--- config.mk ---
export PLATFORM = sky130hd
export DESIGN_NAME = vna_front
export DESIGN_NICKNAME = d
export VERILOG_FILES = /design/src/rtl/vna_pkg.sv /design/src/rtl/vna_front.sv
export SDC_FILE = /design/constraint.sdc
export NUM_CORES = 1
export LEC_CHECK = 0
export BUFFER_PORTS_ARGS = -buffer_cell sky130_fd_sc_hd__buf_2
export CORE_MARGIN = 1
export CORE_UTILIZATION = 53
export CTS_CLUSTER_DIAMETER = 50
export CTS_CLUSTER_SIZE = 12
export DETAILED_ROUTE_END_ITERATION = 10
export PLACE_DENSITY_LB_ADDON = 0.1
export SLEW_MARGIN = 20
export SYNTH_ARGS = -nofsm -noshare
export SYNTH_HDL_FRONTEND = slang
export SYNTH_SLANG_ARGS = --single-unit
export TNS_END_PERCENT = 50
--- constraint.sdc ---
create_clock -name clk_i -period 7 [get_ports clk_i]
set_clock_uncertainty 0.2 [all_clocks]
set_input_delay 1.05 -clock clk_i [delete_from_list [all_inputs] [get_ports clk_i]]
set_output_delay 1.05 -clock clk_i [all_outputs]
set_load 0.05 [all_outputs]
--- src/rtl/vna_pkg.sv ---
// shared types and constants of the vertex normal accumulator
// no dependencies
package vna_pkg;

  localparam int IDX_W       = 10;
  localparam int FIELD_W     = 16;
  localparam int COORD_MAX_W = 24;
  localparam int NORM_W      = 16;
  localparam int MAG_W       = 30;   // normalized magnitude width
  localparam int SQRT_W      = 64;
  localparam int LEN_W       = 32;
  localparam int DIV_W       = 48;
  localparam int QUOT_W      = 16;
  localparam int FRAC_BITS   = 14;

  localparam logic [NORM_W-1:0] ONE_Q14        = 16'd16384;
  localparam logic [11:0]       DEGEN_SQ_LIMIT = 12'd281;
  localparam int                DEGEN_TOP      = 16;

  typedef enum logic [1:0] {
    OP_LOAD     = 2'd0,
    OP_TRIANGLE = 2'd1,
    OP_READ     = 2'd2,
    OP_NONE     = 2'd3
  } op_e;

  typedef struct packed {
    logic [1:0]               operation;
    logic [IDX_W-1:0]         vertex_index;
    logic signed [FIELD_W-1:0] coord_x;
    logic signed [FIELD_W-1:0] coord_y;
    logic signed [FIELD_W-1:0] coord_z;
    logic [IDX_W-1:0]         corner_a;
    logic [IDX_W-1:0]         corner_b;
    logic [IDX_W-1:0]         corner_c;
  } in_item_t;

  typedef struct packed {
    logic signed [NORM_W-1:0] normal_x;
    logic signed [NORM_W-1:0] normal_y;
    logic signed [NORM_W-1:0] normal_z;
    logic                     degenerate;
    logic                     saturated;
  } out_item_t;

  // classified command passed from front to back
  typedef struct packed {
    op_e                op;
    logic               oob;
    logic [IDX_W-1:0]   idx;
    logic [FIELD_W-1:0] cx;
    logic [FIELD_W-1:0] cy;
    logic [FIELD_W-1:0] cz;
    logic [IDX_W-1:0]   ca;
    logic [IDX_W-1:0]   cb;
    logic [IDX_W-1:0]   cc;
  } cmd_t;

endpackage

--- src/rtl/vna_front.sv ---
// front end: accepts items, checks indexes, queues commands for the back end
// depends on vna_pkg
module vna_front #(
  parameter int MAX_VERTICES = 1024
) (
  input  logic              clk_i,
  input  logic              rst_ni,
  input  logic              in_valid_i,
  output logic              in_stall_o,
  input  vna_pkg::in_item_t in_item_i,
  output logic              cmd_valid_o,
  output vna_pkg::cmd_t     cmd_o,
  input  logic              cmd_pop_i
);
  import vna_pkg::*;

  localparam int QUEUE_DEPTH = 2;
  localparam int PTR_W       = $clog2(QUEUE_DEPTH);
  localparam int CNT_W       = $clog2(QUEUE_DEPTH + 1);

  cmd_t             mem_q [QUEUE_DEPTH];
  logic [PTR_W-1:0] wr_ptr_q, rd_ptr_q;
  logic [CNT_W-1:0] cnt_q, cnt_d;
  logic             full, keep, push;
  logic             idx_ok, a_ok, b_ok, c_ok;
  cmd_t             cmd_new;

  assign idx_ok = 32'(in_item_i.vertex_index) < MAX_VERTICES;
  assign a_ok   = 32'(in_item_i.corner_a) < MAX_VERTICES;
  assign b_ok   = 32'(in_item_i.corner_b) < MAX_VERTICES;
  assign c_ok   = 32'(in_item_i.corner_c) < MAX_VERTICES;

  always_comb begin
    case (op_e'(in_item_i.operation))
      OP_LOAD:     keep = idx_ok;
      OP_TRIANGLE: keep = a_ok && b_ok && c_ok;
      OP_READ:     keep = 1'b1;
      default:     keep = 1'b0;
    endcase
  end

  always_comb begin
    cmd_new.op  = op_e'(in_item_i.operation);
    cmd_new.oob = !idx_ok;
    cmd_new.idx = in_item_i.vertex_index;
    cmd_new.cx  = in_item_i.coord_x;
    cmd_new.cy  = in_item_i.coord_y;
    cmd_new.cz  = in_item_i.coord_z;
    cmd_new.ca  = in_item_i.corner_a;
    cmd_new.cb  = in_item_i.corner_b;
    cmd_new.cc  = in_item_i.corner_c;
  end

  assign full        = cnt_q == CNT_W'(QUEUE_DEPTH);
  assign in_stall_o  = full;
  assign push        = in_valid_i && !full && keep;
  assign cmd_valid_o = cnt_q != '0;
  assign cmd_o       = mem_q[rd_ptr_q];

  always_comb begin
    cnt_d = cnt_q;
    if (push && !cmd_pop_i) begin
      cnt_d = cnt_q + 1'b1;
    end else if (!push && cmd_pop_i) begin
      cnt_d = cnt_q - 1'b1;
    end
  end

  always_ff @(posedge clk_i or negedge rst_ni) begin
    if (!rst_ni) begin
      cnt_q    <= '0;
      wr_ptr_q <= '0;
      rd_ptr_q <= '0;
    end else begin
      cnt_q <= cnt_d;
      if (push) begin
        wr_ptr_q <= wr_ptr_q + 1'b1;
      end
      if (cmd_pop_i) begin
        rd_ptr_q <= rd_ptr_q + 1'b1;
      end
    end
  end

  always_ff @(posedge clk_i) begin
    if (push) begin
      mem_q[wr_ptr_q] <= cmd_new;
    end
  end
endmodule

==> flow_metrics.py, run 1 <==
metrics = {
    "status": {
        "outcome": "finished clean",
    },
    "route": {
        "dr.pass1.iters": 4,
        "post_drt_wl_per_cell_um": 17.2,
        "antenna_viol_nets_final": 0,
        "route.detailed.vias_per_inst": 4.84,
        "vias": 3311,
        "initialDrtViolationCount": 190,
        "detail_route.wirelength_um": 11700,
        "route.detailed.drc": 0,
    },
    "sta": {
        "fin_tns_setup_ns": 0,
        "worstMarginPinSlew_ns": 1.04,
        "timing.final.setup_violations": 0,
        "final.period_utilization_pct": 58.5,
        "max_freq_mhz": 244,
        "report.final.slew_viol_count": 0,
        "report.final.hold_viol_count": 0,
        "min_period_ns": 4.10,
        "max-slew-margin-rel_pct": 30.6,
        "final_worst_hold_slack_ns": 0.237,
        "rsz0062_at_grt": "false",
    },
    "yosys": {
        "yosysWarningCount": 0,
        "synth_top_cell_area_share_pct": 75.5,
        "synth_top_cell_by_area": "sky130_fd_sc_hd__edfxtp_1",
        "ys_dominant_reg_cell": "sky130_fd_sc_hd__edfxtp_1",
        "post_synth_instance_area_um2": 7160,
        "async_flop_share_pct": 2.17,
        "synth_fp_nets": 397,
        "postSynthAreaPerCell_um2": 23.7,
        "synth-seq-cells": 184,
        "yosysUniqueCellTypes": 17,
        "ys_top_cells_by_area": "sky130_fd_sc_hd__edfxtp_1 75%, sky130_fd_sc_hd__mux2_4 19%, sky130_fd_sc_hd__buf_12 2.5%, sky130_fd_sc_hd__dfrtp_1 1.4%, sky130_fd_sc_hd__xor2_1 0.37%",
        "synthMostInstantiatedCell": "sky130_fd_sc_hd__edfxtp_1",
        "syn_inst": 302,
        "number_of_enable_flip_flop_cells_after_synthesis": 180,
        "synth_sequential_area_ratio_pct": 76.9,
        "synth_top_cells_by_count": "180 x sky130_fd_sc_hd__edfxtp_1, 89 x sky130_fd_sc_hd__mux2_4, 9 x sky130_fd_sc_hd__buf_12",
    },
    "global_routing": {
        "grt_pass1_wl_um": 17900,
        "globalRouteTotalUtil_pct": 17.7,
        "grt_pass1_vias": 3500,
        "grt_start_max_net_pins": 78,
        "grt.overflow.total": 0,
        "number_of_antenna_violations_at_the_first_check_in_global_routing": 2,
    },
    "critical_path": {
        "timing.rr.end": "mem_q[1][53]",
        "crit_chain": "buf_4 > mux2_4 > buf_2",
        "timing.critical_path.from_type": "flop",
        "regToRegStartpoint": "cnt_q[1]",
        "critPathMaxFanout": 54,
        "timing.critical_path.max_delay_family": "flip-flops",
        "cpMaxStageDelayCell": "sky130_fd_sc_hd__dfrtp_4",
        "setup.worst_path.end_class": "output port",
        "cp.buffers_inverters": 2,
        "critPathArrivalTime_ns": 2.85,
        "cpPeakStageDelay_ns": 1.11,
        "critPathKind": "flop to output port",
        "reg2reg_slack_ns": 4.20,
        "worst_ep_required_time_ns": 5.75,
        "ff2ff_path_depth": 4,
    },
    "cts": {
        "htree_num_levels": 4,
        "cts_buffer_depth": 2,
        "post-cts-setup-buffers": 0,
        "clkTransAtPathRegs_ns": 0.06,
        "numClockSinks": 184,
        "tritoncts.num_buffers": 17,
        "cts_hold_repair.buffers": 0,
        "cts_tree": "built",
        "cts_resized": 0,
        "cts.root.buffer_cell": "sky130_fd_sc_hd__clkbuf_16",
        "clk-insertion-delay-late_ns": 0.41,
    },
    "floorplanning": {
        "dieHeight_um": 118,
        "rows": 42,
        "initial_utilization_pct": 54.3,
        "die_w_um": 118,
        "ios": 187,
        "core_area_um2": 13200,
        "die-area_um2": 14000,
    },
    "place": {
        "hpwl_um": 7630,
        "finalWeightedCongestion": 0.738,
        "port-buffer-count": 185,
    },
    "power_and_ir_drop": {
        "leakage_nw": 3.49,
        "irDropWorstVdd_v": 0.000343,
        "p_per_area_nw_per_um2": 472,
    },
    "layout": {
        "register_area_um2": 5510,
        "drive_above_1_share_pct": 60.2,
        "area_growth_pct": 20.8,
        "layout.filler_cells": 951,
        "multi_input_area_um2": 1460,
        "final_net_count": 593,
    },
    "hold_path": {
        "hp-class": "input port to async pin",
    },
    "job": {
        "max_cap_violations": 0,
    },
}
metal layers:
layer	share of wire (%)	up-vias	routed length [um]	GRT usage [%]
met4	0.94	2	110	7.69
met3	8.3	11	973	7.53
met5	0.11	-	13	0
li1	-	1574	-	-
met1	40	1607	4720	20.5
met2	50	117	5920	28.9
registers in the layout, indices dropped and copies added, names as in the netlist:
signal	flops
mem_q	180
cnt_q	2
rd_ptr_q	1
wr_ptr_q	1
cells in the final DEF (no fill, tap or decap), types with 2 or more instances in the layout:
master | synthesis | layout
sky130_fd_sc_hd__clkinv_1 | 0 | 2
sky130_fd_sc_hd__buf_2 | 0 | 185
sky130_fd_sc_hd__inv_1 | 3 | 3
sky130_fd_sc_hd__nor2_4 | 0 | 2
sky130_fd_sc_hd__edfxtp_1 | 180 | 180
sky130_fd_sc_hd__buf_4 | 1 | 3
sky130_fd_sc_hd__dfrtp_1 | 4 | 3
sky130_fd_sc_hd__clkbuf_1 | 0 | 4
sky130_fd_sc_hd__xnor2_1 | 2 | 2
sky130_fd_sc_hd__clkinv_2 | 0 | 4
sky130_fd_sc_hd__mux2_4 | 89 | 89
sky130_fd_sc_hd__xor2_1 | 3 | 3
sky130_fd_sc_hd__clkbuf_16 | 0 | 17
worst max-delay path by stage:
stage / to / slack [ns] / cells after the start / startpoint
floorplan: mem_q[0][0] / 1.24 / 3 / in_item_i[88]
global placement: cmd_o[6] / 3.31 / 3 / rd_ptr_q
detailed placement: cmd_o[6] / 3.29 / 3 / rd_ptr_q
CTS: cmd_o[6] / 2.84 / 3 / rd_ptr_q
global route: cmd_o[71] / 2.72 / 3 / rd_ptr_q
finish: cmd_o[6] / 2.90 / 3 / rd_ptr_q
final cells by class:
type                            instances  share of cell area [%]
Clock inverter                          7                   0.665
Clock buffer                           21                    5.09
Timing Repair Buffer                  188                    11.0
Tap cell                              176                    2.55
Antenna cell                            1                  0.0289
Sequential cell                       184                    63.7
Inverter                                3                   0.130
Multi-Input combinational cell        104                    16.9
where the power goes:
part,switching [W],total [W],internal [W]
registers,0.000138,0.00158,0.00145
logic,0.00111,0.00167,0.000558
clock network,0.000349,0.000825,0.000476
total,0.00160,0.00408,0.00248
stage by stage:
stage / cell area, um2 / setup slack (ns) / utilization (%) / std cells / power (W)
after floorplan: 7160 / 1.24 / - / 302 / 0.00309
after global placement: 8150 / 3.31 / 61.8 / 655 / 0.00328
after detailed placement: 8150 / 3.29 / 61.8 / 655 / 0.00330
after CTS: 8650 / 2.84 / 65.6 / 683 / 0.00412
after global routing: 8650 / 2.72 / 65.6 / 683 / 0.00423
final: 8650 / 2.90 / 65.6 / 684 / 0.00408
kinds of logic (layout without fill, tap and decap cells):
logic type	count (synthesis)	count (layout)	share of synthesized area, %
flops	184	184	76.9
mux	90	90	18.8
buf+inv	14	219	2.94
simple gates	7	7	0.524
xor+xnor	5	5	0.612
fa+ha+maj	1	1	0.175
other cells	1	2	0.0524
worst register-to-register path, cell delays in order (launching register included):
cell and delay (ns):
sky130_fd_sc_hd__dfrtp_1 0.39, sky130_fd_sc_hd__nor2b_2 0.16, sky130_fd_sc_hd__nand3b_1 0.31, sky130_fd_sc_hd__nor2_4 0.43
sky130_fd_sc_hd__buf_4 0.86
No activity file was read; power rests on OpenSTA's default activity.
==> run 2: changes to the inputs <==
Settings changed: ABC_AREA from default to 1, CORE_UTILIZATION 53 to 52.
Clock period 7 ns to 3.95 ns, I/O delays scaled along.
==> run 2 against run 1 <==
Compared with the run above: sequential share of layout area increased by 2.2 points; synthesized cell count increased by 3.3%; setup slack got worse by 2.0 ns; non-clock buffer count increased by 2; global-route usage decreased by 0.71 points; power increased by 69%; critical endpoint is now cmd_o[49]; largest cell class unchanged; core utilization increased by 0.42 points; largest power group is now registers.
==> flow_metrics.py, run 2 <==
metrics = {
    "hold_path": {
        "hp-class": "input port to flop",
        "hold-path-cell-count": 1,
        "hold_start": "in_item_i[62]",
        "whs_endpoint": "mem_q[0][62]",
    },
    "global_routing": {
        "grt_pass1_wl_um": 16500,
        "globalRouteTotalUtil_pct": 17.0,
        "grt.overflow.total": 0,
        "grt_start_max_net_pins": 57,
        "number_of_antenna_violations_at_the_first_check_in_global_routing": 0,
        "grt_pass1_vias": 3362,
    },
    "cts": {
        "post-cts-setup-buffers": 0,
        "clkTransAtPathRegs_ns": 0.06,
        "cts_resized": 0,
        "clk-insertion-delay-late_ns": 0.41,
        "cts.root.buffer_cell": "sky130_fd_sc_hd__clkbuf_16",
        "cts_tree": "built",
        "tritoncts.num_buffers": 17,
        "numClockSinks": 184,
        "htree_num_levels": 4,
        "cts_buffer_depth": 2,
    },
    "layout": {
        "final_net_count": 605,
        "final_util_pct": 66.0,
        "total_inserted_antenna_cells": 0,
        "largest_registers": "mem_q x180, cnt_q x2",
        "layout.cells.most_common": "sky130_fd_sc_hd__buf_2",
        "finish.cell_count_without_fillers": 691,
        "largest_register": "mem_q",
        "mostFrequentLayoutCells": "185 x sky130_fd_sc_hd__buf_2, 180 x sky130_fd_sc_hd__edfxtp_1, 90 x sky130_fd_sc_hd__mux2_2",
        "drive_above_1_share_pct": 58.4,
        "final_cell_area_um2": 8360,
        "area_growth_pct": 23.2,
        "largest_register_ffs": 180,
    },
    "sta": {
        "fin_tns_setup_ns": 0,
        "timing.final.setup_violations": 0,
        "max-slew-margin-rel_pct": 46.4,
        "report.final.slew_viol_count": 0,
        "min_period_ns": 3.02,
        "max_freq_mhz": 331,
        "final.period_utilization_pct": 76.6,
        "rsz0062_at_grt": "false",
        "worstMarginPinSlew_ns": 0.802,
        "report.final.hold_viol_count": 0,
    },
    "floorplanning": {
        "die_w_um": 116,
        "core_area_um2": 12700,
        "ios": 187,
        "rows": 41,
        "initial_utilization_pct": 53.6,
        "die-area_um2": 13500,
        "dieHeight_um": 116,
    },
    "critical_path": {
        "crit_chain": "buf_12 > mux2_2 > buf_2",
        "regToRegStartpoint": "cnt_q[0]",
        "critPathArrivalTime_ns": 2.23,
        "cpMaxStageDelayCell": "sky130_fd_sc_hd__dfrtp_4",
        "ff2ff_path_depth": 5,
        "setup.worst_path.end_class": "output port",
        "critPathKind": "flop to output port",
        "timing.critical_path.from_type": "flop",
        "reg2reg_slack_ns": 1.62,
        "cpPeakStageDelay_ns": 0.84,
        "timing.rr.end": "mem_q[0][89]",
        "timing.critical_path.max_delay_family": "flip-flops",
        "cp.buffers_inverters": 2,
        "critPathMaxFanout": 46,
        "worst_ep_required_time_ns": 3.16,
    },
    "route": {
        "detail_route.wirelength_um": 11300,
        "antenna_viol_nets_final": 0,
        "dr.pass1.iters": 4,
        "vias": 3410,
        "route.detailed.vias_per_inst": 4.93,
        "route.detailed.drc": 0,
        "post_drt_wl_per_cell_um": 16.3,
        "initialDrtViolationCount": 281,
    },
    "yosys": {
        "yosysUniqueCellTypes": 15,
        "synth-seq-cells": 184,
        "synth_sequential_area_ratio_pct": 81.1,
        "async_flop_share_pct": 2.17,
        "synth_top_cells_by_count": "180 x sky130_fd_sc_hd__edfxtp_1, 90 x sky130_fd_sc_hd__mux2_2, 9 x sky130_fd_sc_hd__clkbuf_8, 9 x sky130_fd_sc_hd__inv_1, 9 x sky130_fd_sc_hd__nand2_1",
        "number_of_enable_flip_flop_cells_after_synthesis": 180,
        "synth_top_cell_area_share_pct": 79.6,
        "yosysWarningCount": 0,
        "syn_inst": 312,
        "synth_fp_nets": 407,
        "synthMostInstantiatedCell": "sky130_fd_sc_hd__edfxtp_1",
        "ys_top_cells_by_area": "sky130_fd_sc_hd__edfxtp_1 80%, sky130_fd_sc_hd__mux2_2 15%, sky130_fd_sc_hd__clkbuf_8 1.8%, sky130_fd_sc_hd__dfrtp_1 1.5%, sky130_fd_sc_hd__inv_1 0.50%",
        "post_synth_instance_area_um2": 6790,
        "postSynthAreaPerCell_um2": 21.8,
        "ys_dominant_reg_cell": "sky130_fd_sc_hd__edfxtp_1",
        "synth_top_cell_by_area": "sky130_fd_sc_hd__edfxtp_1",
    },
    "job": {
        "max_cap_violations": 0,
    },
    "place": {
        "port-buffer-count": 185,
        "hpwl_um": 7330,
        "dp.cells": 662,
        "placedInstanceArea_um2": 7860,
        "finalWeightedCongestion": 0.734,
    },
    "power_and_ir_drop": {
        "p_per_area_nw_per_um2": 823,
        "total_power_w": 0.00688,
        "irDropWorstVdd_v": 0.000418,
        "leakage_nw": 3.17,
    },
    "status": {
        "outcome": "finished clean",
    },
}
## run 2: cell count changes in the layout (fill, tap and decap cells not counted), moves of 5 or more
cell,change
sky130_fd_sc_hd__mux2_2,+89
sky130_fd_sc_hd__inv_1,+5
sky130_fd_sc_hd__mux2_4,-89
sky130_fd_sc_hd__nand2_1,+8
## run 2: cells by family (layout without fill, tap and decap cells)
| kind of cell | after synthesis | count (layout) | synth area share [%] |
|---|---|---|---|
| buffers and inverters | 20 | 227 | 2.60 |
| DFF | 184 | 184 | 81.1 |
| and+or+nand+nor | 14 | 14 | 0.885 |
| xor gates and xnor gates | 2 | 2 | 0.258 |
| muxes | 90 | 90 | 14.9 |
| other | 1 | 1 | 0.0552 |
| adders and majority gates | 1 | 1 | 0.184 |
## run 2: area by class of cell
cell class / instances / area [um2]
flip-flops and latches: 184 / 5510
fillers: 912 / 4310
multi-input cells: 108 / 1110
repair buffers: 190 / 991
clock buffers: 20 / 437
well taps: 172 / 215
clock inverters: 8 / 60.1
inverters: 9 / 35.0
## run 2: through the flow
| step | setup slack, ns | hold WS (ns) |
|---|---|---|
| 2_1_floorplan | 0.184 | 0.0969 |
| 3_3_place_gp | 1.34 | 0.201 |
| 3_5_place_dp | 1.34 | 0.204 |
| 4_1_cts | 0.878 | 0.143 |
| 5_1_grt | 0.819 | 0.144 |
| 6_report | 0.925 | 0.165 |
## run 2: metal layers
layer / global-route usage (%) / share of wire [%] / up-vias
met3: 6.23 / 7.6 / 25
li1: - / - / 1611
met1: 20.2 / 40 / 1646
met4: 10.0 / 3.0 / 0
met5: 0 / 0 / -
met2: 26.8 / 49 / 128
## run 2: power by group
part | leakage, nW | total (W) | internal (W) | switching [W]
clock | 0.245 | 0.00146 | 0.000840 | 0.000618
sequential | 1.71 | 0.00272 | 0.00255 | 0.000165
combinational | 1.21 | 0.00270 | 0.000750 | 0.00195
## run 2: worst max-delay path by stage
stage | cells past startpoint | endpoint | start
after floorplan | 3 | mem_q[1][0] | in_item_i[88]
after global placement | 3 | cmd_o[90] | rd_ptr_q
after detailed placement | 3 | cmd_o[90] | rd_ptr_q
after CTS | 3 | cmd_o[90] | rd_ptr_q
after global routing | 3 | cmd_o[49] | rd_ptr_q
final | 3 | cmd_o[49] | rd_ptr_q
## run 2: timing repair
action | 4_1_cts | 5_1_grt
endpoints found under the hold margin | 4 | 0
endpoints found under the setup margin | 0 | 0
hold buffers | 1 | 0
==> run 3: changes to the inputs <==
Settings changed: CORE_UTILIZATION 52 to 47.
Clock period 3.95 ns to 2.5 ns, I/O delays scaled along.
==> run 3 against run 2 <==
Compared with the run above: clock power increased by 91%; register-to-register slack got worse by 1.1 ns; first-iteration DRC count decreased by 34%; sequential cell count unchanged; critical endpoint is now cmd_o[35].
==> flow_metrics.py, run 3 (same netlist as run 2, synthesis figures left out) <==
metrics = {
    "power_and_ir_drop": {
        "seqPwrFrac_pct": 36.2,
        "total_power_w": 0.0116,
        "p_per_area_nw_per_um2": 1220,
        "leakage_nw": 3.64,
        "irDropWorstVdd_v": 0.000776,
        "power.share.combinational_pct": 39.7,
        "p_sw_share_pct": 39.0,
        "cell_internal_pwr_w": 0.00707,
        "p_clk_share_pct": 24.1,
        "total_switching_power_w": 0.00452,
    },
    "route": {
        "detail_route.wirelength_um": 12500,
        "initialDrtViolationCount": 185,
        "route.detailed.vias_per_inst": 4.70,
        "post_drt_wl_per_cell_um": 15.6,
        "dr.pass1.iters": 4,
        "antenna_viol_nets_final": 0,
        "vias": 3751,
        "route.detailed.drc": 0,
    },
    "floorplanning": {
        "initial_utilization_pct": 48.5,
        "core_area_um2": 14000,
        "die-area_um2": 14900,
        "dieHeight_um": 122,
        "die_w_um": 122,
        "ios": 187,
        "rows": 43,
    },
    "place": {
        "pre_cts_slack_ns": 0.476,
        "hpwl_um": 7720,
        "port-buffer-count": 185,
        "finalWeightedCongestion": 0.709,
    },
    "layout": {
        "drive_above_1_share_pct": 51.9,
        "largest_register_ffs": 180,
        "largest_registers": "mem_q x180, cnt_q x2",
        "area_growth_pct": 39.9,
        "mostFrequentLayoutCells": "185 x sky130_fd_sc_hd__buf_2, 180 x sky130_fd_sc_hd__edfxtp_1, 92 x sky130_fd_sc_hd__dlygate4sd3_1",
        "largest_register": "mem_q",
        "layout.cells.most_common": "sky130_fd_sc_hd__buf_2",
        "total_inserted_antenna_cells": 0,
        "final_net_count": 700,
    },
    "cts": {
        "cts_buffer_depth": 2,
        "tritoncts.num_buffers": 17,
        "clk-insertion-delay-late_ns": 0.42,
        "clkTransAtPathRegs_ns": 0.06,
        "cts_resized": 0,
        "cts.root.buffer_cell": "sky130_fd_sc_hd__clkbuf_16",
        "htree_num_levels": 4,
        "cts_tree": "built",
        "numClockSinks": 184,
    },
    "critical_path": {
        "worst_ep_required_time_ns": 1.92,
        "critPathArrivalTime_ns": 1.84,
        "reg2reg_slack_ns": 0.50,
        "setup.worst_path.end_class": "output port",
        "timing.critical_path.from": "rd_ptr_q",
        "cpMaxStageDelayCell": "sky130_fd_sc_hd__dfrtp_4",
        "regToRegStartpoint": "cnt_q[0]",
        "timing.rr.end": "mem_q[0][75]",
        "ff2ff_path_depth": 5,
        "critPathKind": "flop to output port",
        "timing.critical_path.from_type": "flop",
        "critPathMaxFanout": 36,
        "crit_end": "cmd_o[35]",
        "crit_chain": "buf_12 > mux2_2 > buf_2",
        "cpPeakStageDelay_ns": 0.56,
    },
    "sta": {
        "max_freq_mhz": 415,
        "report.final.slew_viol_count": 0,
        "min_period_ns": 2.41,
        "rsz0062_at_grt": "false",
        "timing.final.setup_violations": 0,
        "final.period_utilization_pct": 96.5,
        "fin_tns_setup_ns": 0,
        "report.final.hold_viol_count": 0,
        "setup_slack_ns": 0.0875,
    },
    "global_routing": {
        "grt_pass1_wl_um": 19100,
        "grt.overflow.total": 0,
        "globalRouteTotalUtil_pct": 17.6,
        "number_of_antenna_violations_at_the_first_check_in_global_routing": 0,
        "grt_pass1_vias": 3859,
        "grt_start_max_net_pins": 64,
    },
    "status": {
        "outcome": "finished clean",
    },
    "job": {
        "max_cap_violations": 0,
    },
    "hold_path": {
        "hp-class": "input port to async pin",
    },
}
-- run 3: changes by cell type in the layout (fill, tap and decap cells not counted) --
cell                            previous run  this run
sky130_fd_sc_hd__clkinv_1                  4         0
sky130_fd_sc_hd__nand3_2                   0         1
sky130_fd_sc_hd__clkinv_4                  0         2
sky130_fd_sc_hd__inv_1                     8         7
sky130_fd_sc_hd__nand2_2                   0         1
sky130_fd_sc_hd__clkbuf_1                  3         0
sky130_fd_sc_hd__dlygate4sd3_1             1        92
sky130_fd_sc_hd__nand3_1                   2         1
sky130_fd_sc_hd__bufinv_16                 1         4
sky130_fd_sc_hd__nand2_1                   9         8
sky130_fd_sc_hd__inv_2                     0         1
sky130_fd_sc_hd__inv_6                     0         3
sky130_fd_sc_hd__clkinvlp_4                0         3
sky130_fd_sc_hd__buf_12                    2         6
-- run 3: worst min-delay path by stage --
stage / startpoint / to / slack, ns / depth (start not counted)
6_report: rst_ni / rd_ptr_q / 0.12 / 2
5_1_grt: rst_ni / rd_ptr_q / 0.13 / 2
2_1_floorplan: rst_ni / cnt_q[0] / -0.12 / 0
3_5_place_dp: rst_ni / cnt_q[0] / -0.005 / 1
3_3_place_gp: rst_ni / rd_ptr_q / -0.01 / 1
4_1_cts: in_valid_i / wr_ptr_q / 0.09 / 3
-- run 3: layout make-up --
| type | instances | area [um2] |
|---|---|---|
| clock buffers | 17 | 425 |
| flip-flops and latches | 184 | 5510 |
| multi-input cells | 108 | 1120 |
| well taps | 180 | 225 |
| inverters | 9 | 37.5 |
| fillers | 960 | 4490 |
| repair buffers | 285 | 1980 |
| clock inverters | 15 | 199 |
-- run 3: stage by stage --
stage	area [um2]	util [%]	cells	hold slack (ns)
2_1_floorplan	6810	-	312	-0.121
3_3_place_gp	7960	56.9	674	-0.0108
3_5_place_dp	7960	56.9	674	-0.00465
4_1_cts	9500	67.9	798	0.0909
5_1_grt	9500	67.9	798	0.130
6_report	9500	67.9	798	0.118
-- run 3: layer usage --
| layer | GRT usage [%] | share of wire (%) | vias to the layer above | wire length, um |
|---|---|---|---|---|
| met2 | 29.3 | 50 | 117 | 6250 |
| met5 | 0 | 0 | - | 0 |
| li1 | - | - | 1803 | - |
| met4 | 8.77 | 2.0 | 0 | 245 |
| met1 | 20.2 | 41 | 1810 | 5100 |
| met3 | 6.18 | 6.9 | 21 | 864 |
-- run 3: power groups by stage --
stage | combinational [W] | clock (W) | sequential, W
final | 0.00460 | 0.00279 | 0.00419
after global routing | 0.00485 | 0.00297 | 0.00424
after detailed placement | 0.00454 | 0 | 0.00426
after global placement | 0.00454 | 0 | 0.00423
after floorplan | 0.00369 | 0 | 0.00419
after CTS | 0.00467 | 0.00285 | 0.00420
-- run 3: critical path, delay by kind of cell, from the launching register on --
kind | cells | cell delay (ns)
buf+inv | 2 | 0.47
mux | 1 | 0.37
flops | 1 | 0.56
-- run 3: what timing repair did --
item	4_1_cts	5_1_grt
setup buffers	0	0
endpoints found under the hold margin	185	0
hold buffers	92	0
